### config.mk
export PLATFORM = sky130hd
export DESIGN_NAME = exact_pattern_match_finder_top
export DESIGN_NICKNAME = d
export VERILOG_FILES = /design/src/sv/epmf_pkg.sv /design/src/sv/epmf_cell.sv /design/src/sv/epmf_out_buf.sv /design/src/sv/exact_pattern_match_finder_top.sv
export SDC_FILE = /design/constraint.sdc
export NUM_CORES = 1
export LEC_CHECK = 0
export BUFFER_PORTS_ARGS = -buffer_cell sky130_fd_sc_hd__buf_2
export CORE_ASPECT_RATIO = 1.25
export CORE_MARGIN = 2
export CORE_UTILIZATION = 60
export DETAILED_ROUTE_END_ITERATION = 6
export PLACE_DENSITY = 0.88
export SYNTH_ARGS = -nofsm -noshare
export SYNTH_HDL_FRONTEND = slang
export SYNTH_HIERARCHICAL = 1
export SYNTH_SLANG_ARGS = --single-unit
export TNS_END_PERCENT = 1
### constraint.sdc
create_clock -name aclk -period 18.8 [get_ports aclk]
set_input_delay 2.82 -clock aclk [delete_from_list [all_inputs] [get_ports aclk]]
set_output_delay 2.82 -clock aclk [all_outputs]
set_load 0.05 [all_outputs]
### src/sv/epmf_pkg.sv
// shared types, constants and helpers for the exact pattern match finder
package epmf_pkg;

    // default window depth in bytes
    localparam int MAX_PATTERN_DEF = 16;

    // pattern register geometry
    localparam int PAT_BYTES   = 16;
    localparam int PAT_IDX_W   = 4;
    localparam int POS_W       = 32;
    localparam int CFG_DATA_W  = 64;
    localparam int CFG_ADDR_W  = 5;
    localparam int RAW_LEN_W   = 5;

    // register indexes on the configuration port
    localparam logic [1:0] REG_PATTERN_LOW    = 2'd0;
    localparam logic [1:0] REG_PATTERN_HIGH   = 2'd1;
    localparam logic [1:0] REG_PATTERN_LENGTH = 2'd2;

    typedef logic [7:0] byte_t;

    // per-cycle control for the window cells
    typedef struct packed {
        logic shift;
        logic clear;
    } epmf_cell_ctrl_t;

    // pick pattern byte idx out of the two 64-bit pattern registers
    function automatic byte_t pattern_byte(input logic [63:0] lo,
                                           input logic [63:0] hi,
                                           input logic [PAT_IDX_W-1:0] idx);
        logic [127:0] both;
        both = {hi, lo};
        return both[{idx, 3'b000} +: 8];
    endfunction

endpackage

### src/sv/epmf_cell.sv
// one window cell: holds a text byte and compares the incoming byte
module epmf_cell
    import epmf_pkg::*;
(
    input  logic            aclk,
    input  logic            aresetn,
    input  epmf_cell_ctrl_t ctrl,
    input  byte_t           byte_in,
    input  byte_t           exp_byte,
    input  logic            active,
    output byte_t           byte_out,
    output logic            hit
);

    byte_t byte_reg;
    byte_t byte_next;

    // compare the byte that moves into this cell on this transfer
    assign hit = !active || (byte_in == exp_byte);

    // shift from the neighbor, cleared at end of text
    always_comb begin
        byte_next = byte_reg;
        if (ctrl.clear) begin
            byte_next = '0;
        end else if (ctrl.shift) begin
            byte_next = byte_in;
        end
    end

    always_ff @(posedge aclk) begin
        if (!aresetn) begin
            byte_reg <= '0;
        end else begin
            byte_reg <= byte_next;
        end
    end

    assign byte_out = byte_reg;

endmodule

### src/sv/epmf_out_buf.sv
// two-entry output buffer: output register plus skid register
module epmf_out_buf
    import epmf_pkg::*;
(
    input  logic             aclk,
    input  logic             aresetn,
    input  logic             push,
    input  logic [POS_W-1:0] push_data,
    output logic             space,
    output logic             m_valid,
    input  logic             m_ready,
    output logic [POS_W-1:0] m_match_start
);

    logic             out_valid_reg;
    logic             out_valid_next;
    logic [POS_W-1:0] out_data_reg;
    logic [POS_W-1:0] out_data_next;
    logic             skid_valid_reg;
    logic             skid_valid_next;
    logic [POS_W-1:0] skid_data_reg;
    logic [POS_W-1:0] skid_data_next;
    logic             pop;

    assign pop   = out_valid_reg && m_ready;
    assign space = !skid_valid_reg;

    // fill and drain
    always_comb begin
        out_valid_next  = out_valid_reg;
        out_data_next   = out_data_reg;
        skid_valid_next = skid_valid_reg;
        skid_data_next  = skid_data_reg;
        if (skid_valid_reg) begin
            if (pop) begin
                out_data_next   = skid_data_reg;
                skid_valid_next = 1'b0;
            end
        end else if (push) begin
            if (!out_valid_reg || pop) begin
                out_valid_next = 1'b1;
                out_data_next  = push_data;
            end else begin
                skid_valid_next = 1'b1;
                skid_data_next  = push_data;
            end
        end else if (pop) begin
            out_valid_next = 1'b0;
        end
    end

    always_ff @(posedge aclk) begin
        if (!aresetn) begin
            out_valid_reg  <= 1'b0;
            skid_valid_reg <= 1'b0;
        end else begin
            out_valid_reg  <= out_valid_next;
            skid_valid_reg <= skid_valid_next;
        end
    end

    always_ff @(posedge aclk) begin
        out_data_reg  <= out_data_next;
        skid_data_reg <= skid_data_next;
    end

    assign m_valid       = out_valid_reg;
    assign m_match_start = out_data_reg;

    // skid entry only ever sits behind a full output register
    a_skid_behind_out: assert property (@(posedge aclk) disable iff (!aresetn)
        skid_valid_reg |-> out_valid_reg)
        else $error("skid entry without output entry");

    // a skidded result moves up when the output drains
    a_skid_moves_up: assert property (@(posedge aclk) disable iff (!aresetn)
        skid_valid_reg && m_ready |=> out_valid_reg && (out_data_reg == $past(skid_data_reg)))
        else $error("skid entry lost on drain");

endmodule

### src/sv/exact_pattern_match_finder_top.sv
// top level: config registers, position counter, cell chain and result buffer
//
// Streams text bytes and reports every start position where the configured
// pattern (up to MAX_PATTERN bytes, length 0 matches everywhere) matches
// exactly, overlapping matches included, in ascending order. One byte is
// accepted per clock; a result is pushed with the byte that completes it. The
// rate is set by the row of MAX_PATTERN window cells, which all compare their
// incoming byte in the same cycle and are reduced into the result register. A
// two-entry output buffer keeps input flowing while one result waits; s_ready
// drops only while both entries are full. The byte flagged end_of_text closes
// the text: window and position clear after it. The position saturates at
// 4294967295. Registers sit at byte addresses 0 (pattern_low), 8
// (pattern_high) and 16 (pattern_length), 64 bits wide; the user must ensure
// they are written only while the block is idle; the block does not check.
module exact_pattern_match_finder_top
    import epmf_pkg::*;
#(
    parameter int MAX_PATTERN = MAX_PATTERN_DEF
) (
    input  logic                  aclk,
    input  logic                  aresetn,
    // text input
    input  logic                  s_valid,
    output logic                  s_ready,
    input  logic [7:0]            s_text_byte,
    input  logic                  s_end_of_text,
    // match results
    output logic                  m_valid,
    input  logic                  m_ready,
    output logic [POS_W-1:0]      m_match_start,
    // configuration
    input  logic                  psel,
    input  logic                  penable,
    input  logic                  pwrite,
    input  logic [CFG_ADDR_W-1:0] paddr,
    input  logic [CFG_DATA_W-1:0] pwdata,
    output logic [CFG_DATA_W-1:0] prdata,
    output logic                  pready
);

    localparam int LEN_W   = $clog2(MAX_PATTERN + 1);
    localparam int CLAMP_W = (LEN_W > RAW_LEN_W) ? LEN_W : RAW_LEN_W;
    localparam logic [POS_W-1:0] POS_MAX = '1;

    logic [63:0]          pattern_low_reg;
    logic [63:0]          pattern_high_reg;
    logic [RAW_LEN_W-1:0] pattern_length_reg;
    logic [POS_W-1:0]     pos_reg;
    logic [POS_W-1:0]     pos_next;

    logic                 cfg_write;
    logic [1:0]           cfg_index;
    logic                 accept;
    logic                 space;
    logic [CLAMP_W-1:0]   len_raw;
    logic [LEN_W-1:0]     len_c;
    logic [POS_W-1:0]     len_m1;
    logic [MAX_PATTERN-1:0] hits;
    logic                 result_hit;
    logic [POS_W-1:0]     result_start;
    epmf_cell_ctrl_t      cell_ctrl;
    byte_t                chain [MAX_PATTERN];

    // configuration port
    assign pready    = 1'b1;
    assign cfg_write = psel && penable && pwrite;
    assign cfg_index = paddr[CFG_ADDR_W-1:3];

    always_ff @(posedge aclk) begin
        if (!aresetn) begin
            pattern_low_reg    <= '0;
            pattern_high_reg   <= '0;
            pattern_length_reg <= '0;
        end else if (cfg_write) begin
            case (cfg_index)
                REG_PATTERN_LOW:    pattern_low_reg    <= pwdata;
                REG_PATTERN_HIGH:   pattern_high_reg   <= pwdata;
                REG_PATTERN_LENGTH: pattern_length_reg <= pwdata[RAW_LEN_W-1:0];
                default: ;
            endcase
        end
    end

    always_comb begin
        case (cfg_index)
            REG_PATTERN_LOW:    prdata = pattern_low_reg;
            REG_PATTERN_HIGH:   prdata = pattern_high_reg;
            REG_PATTERN_LENGTH: prdata = CFG_DATA_W'(pattern_length_reg);
            default:            prdata = '0;
        endcase
    end

    // effective length, clamped to the window depth
    assign len_raw = CLAMP_W'(pattern_length_reg);
    assign len_c   = (len_raw > CLAMP_W'(MAX_PATTERN)) ? LEN_W'(MAX_PATTERN)
                                                       : LEN_W'(len_raw);
    assign len_m1  = (len_c == '0) ? '0 : (POS_W'(len_c) - POS_W'(1));

    // input handshake and cell control
    assign s_ready         = space;
    assign accept          = s_valid && s_ready;
    assign cell_ctrl.shift = accept;
    assign cell_ctrl.clear = accept && s_end_of_text;
    assign chain[0]        = s_text_byte;

    // row of window cells, cell k holds the byte k places back
    for (genvar k = 0; k < MAX_PATTERN; k++) begin : g_cell
        logic [LEN_W-1:0] sel;
        logic             active;
        byte_t            exp_byte;

        assign active   = LEN_W'(k) < len_c;
        assign sel      = len_c - LEN_W'(k) - LEN_W'(1);
        assign exp_byte = (32'(sel) < PAT_BYTES)
                        ? pattern_byte(pattern_low_reg, pattern_high_reg, PAT_IDX_W'(sel))
                        : '0;

        if (k < MAX_PATTERN - 1) begin : g_mid
            epmf_cell u_cell (
                .aclk     (aclk),
                .aresetn  (aresetn),
                .ctrl     (cell_ctrl),
                .byte_in  (chain[k]),
                .exp_byte (exp_byte),
                .active   (active),
                .byte_out (chain[k+1]),
                .hit      (hits[k])
            );
        end else begin : g_last
            epmf_cell u_cell (
                .aclk     (aclk),
                .aresetn  (aresetn),
                .ctrl     (cell_ctrl),
                .byte_in  (chain[k]),
                .exp_byte (exp_byte),
                .active   (active),
                .byte_out (),
                .hit      (hits[k])
            );
        end
    end

    // full match lying wholly inside the current text
    assign result_hit   = (&hits) && (pos_reg >= len_m1);
    assign result_start = pos_reg - len_m1;

    // text position counter
    always_comb begin
        pos_next = pos_reg;
        if (accept) begin
            if (s_end_of_text) begin
                pos_next = '0;
            end else if (pos_reg != POS_MAX) begin
                pos_next = pos_reg + POS_W'(1);
            end
        end
    end

    always_ff @(posedge aclk) begin
        if (!aresetn) begin
            pos_reg <= '0;
        end else begin
            pos_reg <= pos_next;
        end
    end

    // result buffer
    epmf_out_buf u_out_buf (
        .aclk          (aclk),
        .aresetn       (aresetn),
        .push          (accept && result_hit),
        .push_data     (result_start),
        .space         (space),
        .m_valid       (m_valid),
        .m_ready       (m_ready),
        .m_match_start (m_match_start)
    );

    // end of text restarts the position
    a_eot_clears_pos: assert property (@(posedge aclk) disable iff (!aresetn)
        accept && s_end_of_text |=> pos_reg == '0)
        else $error("position not cleared after end of text");

    // position advances by one per byte until saturation
    a_pos_step: assert property (@(posedge aclk) disable iff (!aresetn)
        accept && !s_end_of_text && (pos_reg != POS_MAX) |=> pos_reg == $past(pos_reg) + POS_W'(1))
        else $error("position did not advance");

    // an empty pattern reports on every byte
    a_empty_pattern_hits: assert property (@(posedge aclk) disable iff (!aresetn)
        accept && (pattern_length_reg == '0) |=> m_valid)
        else $error("empty pattern produced no result");

endmodule
==> results of run 1 <==
[routing by layer]
layer | track usage, % | up-vias | wire, um
met5 | 0 | - | 0
met4 | 28.2 | 0 | 6890
met3 | 4.71 | 229 | 5350
met2 | 65.3 | 978 | 38800
met1 | 44.8 | 10000 | 29900
li1 | - | 9506 | -
[worst reg2reg max path, stage by stage, from the launching register on]
cell	delay, ns
dfxtp_1	0.65
buf_4	0.38
inv_1	0.28
nand2_2	0.11
buf_4	0.58
ha_2	0.34
buf_4	0.60
a21oi_4	0.05
buf_4	0.35
mux2i_1	0.19
a21oi_1	0.62
mux2i_1	0.31
o22ai_1	0.60
xnor2_1	0.19
nand4_1	0.12
o21ai_1	0.22
nand4_1	0.18
nor3_1	0.40
nand3_1	0.21
a21oi_1	0.20
o21a_1	0.24
mux2i_1	0.14
a21oi_4	0.77
[worst paths after layout]
path	start	to	slack [ns]	depth (start not counted)
max	len_raw[4]$_SDFFE_PN0P_	u_out_buf/m_match_start[7]$_DFFE_PP_	10.64	22
min	pos_reg[14]$_SDFFE_PN0P_	pos_reg[14]$_SDFFE_PN0P_	0.51	2
max reg2reg	len_raw[4]$_SDFFE_PN0P_	u_out_buf/m_match_start[7]$_DFFE_PP_	10.64	22
min reg2reg	pos_reg[14]$_SDFFE_PN0P_	pos_reg[14]$_SDFFE_PN0P_	0.51	2
[area by class of cell]
class / instances / share of cell area, %
inverter: 40 / 0.590
multi-input combinational: 2107 / 58.6
clock inverter: 15 / 0.653
sequential: 351 / 29.6
tap: 498 / 2.41
clock buffer: 48 / 3.89
timing repair buffer: 203 / 4.23
[stage by stage]
step	std cells	area (sq um)	power (mW)
finish	3262	25900	1.81
global route	3262	25900	1.85
CTS	3262	25900	1.81
detailed placement	3199	24700	1.09
global placement	3199	24700	1.08
floorplan	2665	23800	1.03
[power groups by stage]
| stage | clock (mW) | combinational, mW | sequential (mW) |
|---|---|---|---|
| after CTS | 0.733 | 0.269 | 0.804 |
| final | 0.728 | 0.273 | 0.804 |
| after global routing | 0.756 | 0.291 | 0.805 |
| after floorplan | 0 | 0.181 | 0.844 |
| after detailed placement | 0 | 0.268 | 0.821 |
| after global placement | 0 | 0.260 | 0.820 |
[placed cells by master (no fill, tap or decap), drive strengths merged, types with 4 or more instances in the layout]
master,instances
and2,30
clkbuf,48
mux2i,447
a21boi,134
ha,44
dfxtp,287
a21o,9
nor3,8
a31oi,5
buf,203
o22ai,33
edfxtp,64
xnor2,166
nand4,45
o21a,6
o31ai,4
nor2,252
nor2b,44
and4,7
mux2,39
clkinv,10
o21ai,64
a21oi,77
nand2,427
and3,50
inv,42
nand3,29
a211oi,54
or3,10
or2,4
xor2,27
mux4,40
nand2b,21
==> results.sh, run 1 <==
export IMPL_h_tree_depth=2
export IMPL_wl_per_cell_um=24.8
export IMPL_fp_dieH_um=227
export IMPL_routed_via_density=6.35
export IMPL_cts_buffers=35
export IMPL_hold_slack_ns=0.512
export IMPL_tightest_slew_ns=1.24
export IMPL_grt_pass1_vias=19800
export IMPL_dr_pass1_iters=6
export IMPL_die_area_sq_um=41300
export IMPL_maxCapViolCount=0
export IMPL_fillers=3101
export IMPL_power_frac_seq_pct=44.6
export IMPL_intPower_mw=1.32
export IMPL_yosysWarnings=6
export IMPL_start_kind="flip-flop"
export IMPL_core_area_sq_um=39100
export IMPL_crit_path_end_kind="flip-flop"
export IMPL_path_delay_family="compound AO/OA/AOI/OAI gates"
export IMPL_io_buffers=179
export IMPL_pwr_share_comb_pct=15.1
export IMPL_io_pins=184
export IMPL_initial_utilization_pct=60.8
export IMPL_crit_slowest_cell="a21oi_4"
export IMPL_grt_max_degree=151
export IMPL_seq_area_sq_um=7670
export IMPL_synth_net_count=2795
export IMPL_finClkSkew_ns=0.0139
export IMPL_path_buf_inv=5
export IMPL_largest_reg_flops=120
export IMPL_drc=0
export IMPL_cp_required_ns=18.96
export IMPL_hold_viol=0
export IMPL_pwr_density_cell_nw_per_um2=69.8
export IMPL_switchingPower_uw=484
export IMPL_cts_tree="yes"
export IMPL_fin_crit_ns=8.16
export IMPL_clock_sinks=351
export IMPL_postCtsHoldBufs=0
export IMPL_cpPeakStageDelay_ns=0.77
export IMPL_setup_violations_final=0
export IMPL_final_util_pct=66.1
export IMPL_drt_initial_drc_count=2010
export IMPL_avgSynthCellArea_sq_um=8.93
export IMPL_netlist_area_sq_um=23800
export IMPL_multiInputGateArea_sq_um=15200
export IMPL_cp_arrival_ns=8.31
export IMPL_root_buffer="clkbuf_16"
export IMPL_p_leak_nw=10.1
export IMPL_routed_wl_um=81000
export IMPL_clkPwrFrac_pct=40.3
export IMPL_die_x_um=182
export IMPL_clk_latency_ns=0.54
export IMPL_critical_path_class="reg2reg"
export IMPL_cts_repair_resized=0
export IMPL_core_rowCount=81
export IMPL_grt_pass1_wl_um=120000
export IMPL_grt_usage_pct=38.4
export IMPL_p_sw_share_pct=26.8
export IMPL_layout_setup_ws_ns=10.64
export IMPL_cp_common_cell="buf_4"
export IMPL_max_freq_ghz=0.123
export IMPL_grt_ovfl_total=0
export IMPL_final_max_slew_viol_count=0
export IMPL_clk_pin_slew_ns=0.06
export IMPL_crit_path_max_fanout=68
export IMPL_dp_hpwl_um=61800
export IMPL_status="finished clean"
export IMPL_crit_chain="buf_4 -> inv_1 -> nand2_2 -> buf_4 -> ha_2 -> buf_4 -> a21oi_4 -> buf_4 -> mux2i_1 -> a21oi_1 -> mux2i_1 -> o22ai_1 -> xnor2_1 -> nand4_1 -> o21ai_1 -> nand4_1 -> nor3_1 -> nand3_1 -> a21oi_1 -> o21a_1 -> mux2i_1 -> a21oi_4"
export IMPL_pre_cts_ws_ns=10.92
export IMPL_ir_worst_vdd_v=0.0000873
export IMPL_antenna_found_initial=0
export IMPL_clockBufferDepth=3
export IMPL_hold_path_class="reg2reg"
export IMPL_post_cts_buffers=0
export IMPL_relSlewSlack_pct=16.5
export IMPL_drive_gt1_share_pct=13.5
export IMPL_rsz0062_at_grt="false"
export IMPL_final_nets=2868
export IMPL_areaGrowthSynthToFinish_pct=8.72
export IMPL_via_count=20700
export IMPL_n_antenna_cell=0
export IMPL_ant_nets=0
export IMPL_fin_tns_setup_ns=0
export IMPL_synth_cells=2665
export IMPL_place_gp_congestion=1.08
export IMPL_period_share_pct=43.4
Power figures use the tool's default switching activity.
==> run 2: changes to the inputs <==
--- a/config.mk
+++ b/config.mk
@@ -5,12 +5,13 @@
 export SDC_FILE = /design/constraint.sdc
 export NUM_CORES = 1
 export LEC_CHECK = 0
+export ABC_AREA = 1
 export BUFFER_PORTS_ARGS = -buffer_cell sky130_fd_sc_hd__buf_2
 export CORE_ASPECT_RATIO = 1.25
 export CORE_MARGIN = 2
 export CORE_UTILIZATION = 60
 export DETAILED_ROUTE_END_ITERATION = 6
-export PLACE_DENSITY = 0.88
+export PLACE_DENSITY = 0.87
 export SYNTH_ARGS = -nofsm -noshare
 export SYNTH_HDL_FRONTEND = slang
 export SYNTH_HIERARCHICAL = 1
==> constraint.sdc (replaced) <==
create_clock -name aclk -period 7.85 [get_ports aclk]
set_input_delay 1.1775 -clock aclk [delete_from_list [all_inputs] [get_ports aclk]]
set_output_delay 1.1775 -clock aclk [all_outputs]
set_load 0.05 [all_outputs]
==> run 2 against run 1 <==
Against the previous run:
- maximum frequency is 22% higher
- global-route usage rose by 5.4 points
- hold slack worse by 0.025 ns
- final area rose by 4.8%
- setup slack got worse by 9.5 ns
- largest power group unchanged
- sequential share of layout area down 1.4 points
- clock skew is 0.011 ns higher
- flip-flop and latch count unchanged
- critical endpoint is now u_out_buf/m_match_start[21]$_DFFE_PP_
- critical path depth is 2 higher
- the flow now finishes with violations (design-rule violations, max-capacitance violations, max-slew violations)
- highest routed layer unchanged
==> results.sh, run 2 <==
export IMPL_crit_slowest_cell="o21ai_0"
export IMPL_period_share_pct=85.5
export IMPL_root_buffer="clkbuf_16"
export IMPL_multiInputGateArea_sq_um=14700
export IMPL_cts_tree="yes"
export IMPL_grt_pass1_wl_um=144000
export IMPL_status="finished, violations left"
export IMPL_io_buffers=179
export IMPL_clock_sinks=351
export IMPL_cts_buffers=36
export IMPL_clk_pin_slew_ns=0.07
export IMPL_largest_reg_flops=120
export IMPL_postCtsHoldBufs=0
export IMPL_yosysWarnings=6
export IMPL_fillers=3880
export IMPL_fp_dieH_um=232
export IMPL_final_nets=4350
export IMPL_start_kind="flip-flop"
export IMPL_netlist_area_sq_um=25000
export IMPL_initial_utilization_pct=60.9
export IMPL_drc=1
export IMPL_setup_violations_final=0
export IMPL_p_sw_share_pct=32.3
export IMPL_post_cts_buffers=0
export IMPL_n_antenna_cell=0
export IMPL_cpPeakStageDelay_ns=1.19
export IMPL_core_area_sq_um=41100
export IMPL_ant_nets=0
export IMPL_clockBufferDepth=3
export IMPL_final_common_cell="nand2_1"
export IMPL_io_pins=184
export IMPL_ir_worst_vdd_v=0.000198
export IMPL_maxCapViolCount=1
export IMPL_wl_per_cell_um=20.3
export IMPL_place_gp_congestion=1.10
export IMPL_fin_tns_setup_ns=0
export IMPL_power_frac_seq_pct=41.5
export IMPL_cp_arrival_ns=6.93
export IMPL_cp_common_cell="nand2_1"
export IMPL_crit_chain="inv_4 -> nand2_8 -> buf_4 -> o21ai_0 -> nand2_1 -> o21ai_0 -> o21ai_0 -> nand2_1 -> nand2_1 -> nor2_1 -> xnor2_1 -> nand2_1 -> nor2_1 -> nand2_1 -> nand2_1 -> nand2_1 -> nor4_1 -> nand3b_1 -> a21oi_1 -> inv_1 -> nand2_2 -> inv_1 -> nor2_2 -> buf_4"
export IMPL_cts_repair_resized=0
export IMPL_die_area_sq_um=43400
export IMPL_path_buf_inv=5
export IMPL_intPower_mw=3.15
export IMPL_cp_required_ns=8.07
export IMPL_crit_path_end_kind="flip-flop"
export IMPL_max_freq_ghz=0.149
export IMPL_avgSynthCellArea_sq_um=6.02
export IMPL_violations="design-rule violations, max-capacitance violations, max-slew violations"
export IMPL_grt_max_degree=124
export IMPL_routed_wl_um=97400
export IMPL_clk_latency_ns=0.56
export IMPL_synth_cells=4157
export IMPL_dp_hpwl_um=75500
export IMPL_drive_gt1_share_pct=7.63
export IMPL_critical_path_class="reg2reg"
export IMPL_dr_pass1_iters=7
export IMPL_areaGrowthSynthToFinish_pct=8.25
export IMPL_die_x_um=187
export IMPL_crit_path_max_fanout=98
export IMPL_tightest_slew_ns=1.49
export IMPL_switchingPower_mw=1.51
export IMPL_antenna_found_initial=0
export IMPL_final_max_slew_viol_count=1
export IMPL_hold_viol=0
export IMPL_rsz0062_at_grt="false"
export IMPL_grt_usage_pct=43.8
export IMPL_drt_initial_drc_count=2702
export IMPL_grt_ovfl_total=0
export IMPL_via_count=27500
export IMPL_relSlewSlack_pct=-0.416
export IMPL_pwr_share_comb_pct=20.7
export IMPL_path_delay_family="compound AO/OA/AOI/OAI gates"
export IMPL_p_leak_nw=12.3
export IMPL_final_util_pct=65.9
export IMPL_seq_area_sq_um=7670
export IMPL_pwr_density_cell_nw_per_um2=172
export IMPL_final_cell_mix="nand2_1 (1392), nor2_1 (532), inv_1 (438)"
export IMPL_h_tree_depth=2
export IMPL_core_rowCount=83
export IMPL_fin_crit_ns=6.71
export IMPL_hold_path_class="reg2reg"
export IMPL_grt_pass1_vias=24800
export IMPL_routed_via_density=5.72
export IMPL_clkPwrFrac_pct=37.8
export IMPL_synth_net_count=4287
export IMPL_finClkSkew_ns=0.0251
[run 2: final timing paths]
kind | depth (start not counted) | endpoint | start | slack (ns)
setup reg to reg | 24 | u_out_buf/m_match_start[21]$_DFFE_PP_ | len_raw[4]$_SDFFE_PN0P_ | 1.14
hold reg to reg | 2 | g_cell[14].g_mid.u_cell/byte_out[5]$_SDFFE_PP0P_ | g_cell[14].g_mid.u_cell/byte_out[5]$_SDFFE_PP0P_ | 0.49
hold / removal | 2 | g_cell[14].g_mid.u_cell/byte_out[5]$_SDFFE_PP0P_ | g_cell[14].g_mid.u_cell/byte_out[5]$_SDFFE_PP0P_ | 0.49
setup / recovery | 24 | u_out_buf/m_match_start[21]$_DFFE_PP_ | len_raw[4]$_SDFFE_PN0P_ | 1.14
[run 2: per-layer routing]
layer | part of all wire (%) | vias up | global-route usage (%)
met5 | 0 | - | 0
li1 | - | 13400 | -
met3 | 8.0 | 375 | 7.72
met2 | 45 | 1371 | 73.0
met4 | 11 | 0 | 41.9
met1 | 35 | 12300 | 47.0
[run 2: layout make-up]
class	instances	area share, %
flip-flops and latches	351	28.3
repair buffers	209	4.14
well taps	552	2.55
clock inverters	17	0.752
clock buffers	48	3.64
multi-input cells	3165	54.2
inverters	457	6.38
[run 2: per-stage QoR]
step	instance area (sq um)	hold WS (ns)	std cells	power, mW	worst slack, ns
2_1_floorplan	25000	0.449	4157	2.60	1.62
3_3_place_gp	25900	0.465	4734	2.88	1.68
3_5_place_dp	25900	0.473	4734	2.90	1.59
4_1_cts	27100	0.485	4799	4.64	1.50
5_1_grt	27100	0.499	4799	4.82	0.915
6_report	27100	0.486	4799	4.66	1.14
[run 2: worst register-to-register path: stages (launching register included)]
cell and delay (ns):
dfxtp_1 0.73, inv_4 0.32, nand2_8 0.49, buf_4 0.58, o21ai_0 0.28, nand2_1 0.10, o21ai_0 0.16, o21ai_0 1.19
nand2_1 0.10, nand2_1 0.11, nor2_1 0.08, xnor2_1 0.15, nand2_1 0.07, nor2_1 0.08, nand2_1 0.15, nand2_1 0.10
nand2_1 0.05, nor4_1 0.28, nand3b_1 0.16, a21oi_1 0.41, inv_1 0.16, nand2_2 0.11, inv_1 0.05, nor2_2 0.09
buf_4 0.35
[run 2: power by group through the flow]
| stage | registers, mW | clock network, mW | logic (mW) |
|---|---|---|---|
| 2_1_floorplan | 1.97 | 0 | 0.634 |
| 3_3_place_gp | 1.97 | 0 | 0.912 |
| 3_5_place_dp | 1.97 | 0 | 0.925 |
| 4_1_cts | 1.93 | 1.77 | 0.932 |
| 5_1_grt | 1.94 | 1.83 | 1.05 |
| 6_report | 1.93 | 1.76 | 0.963 |
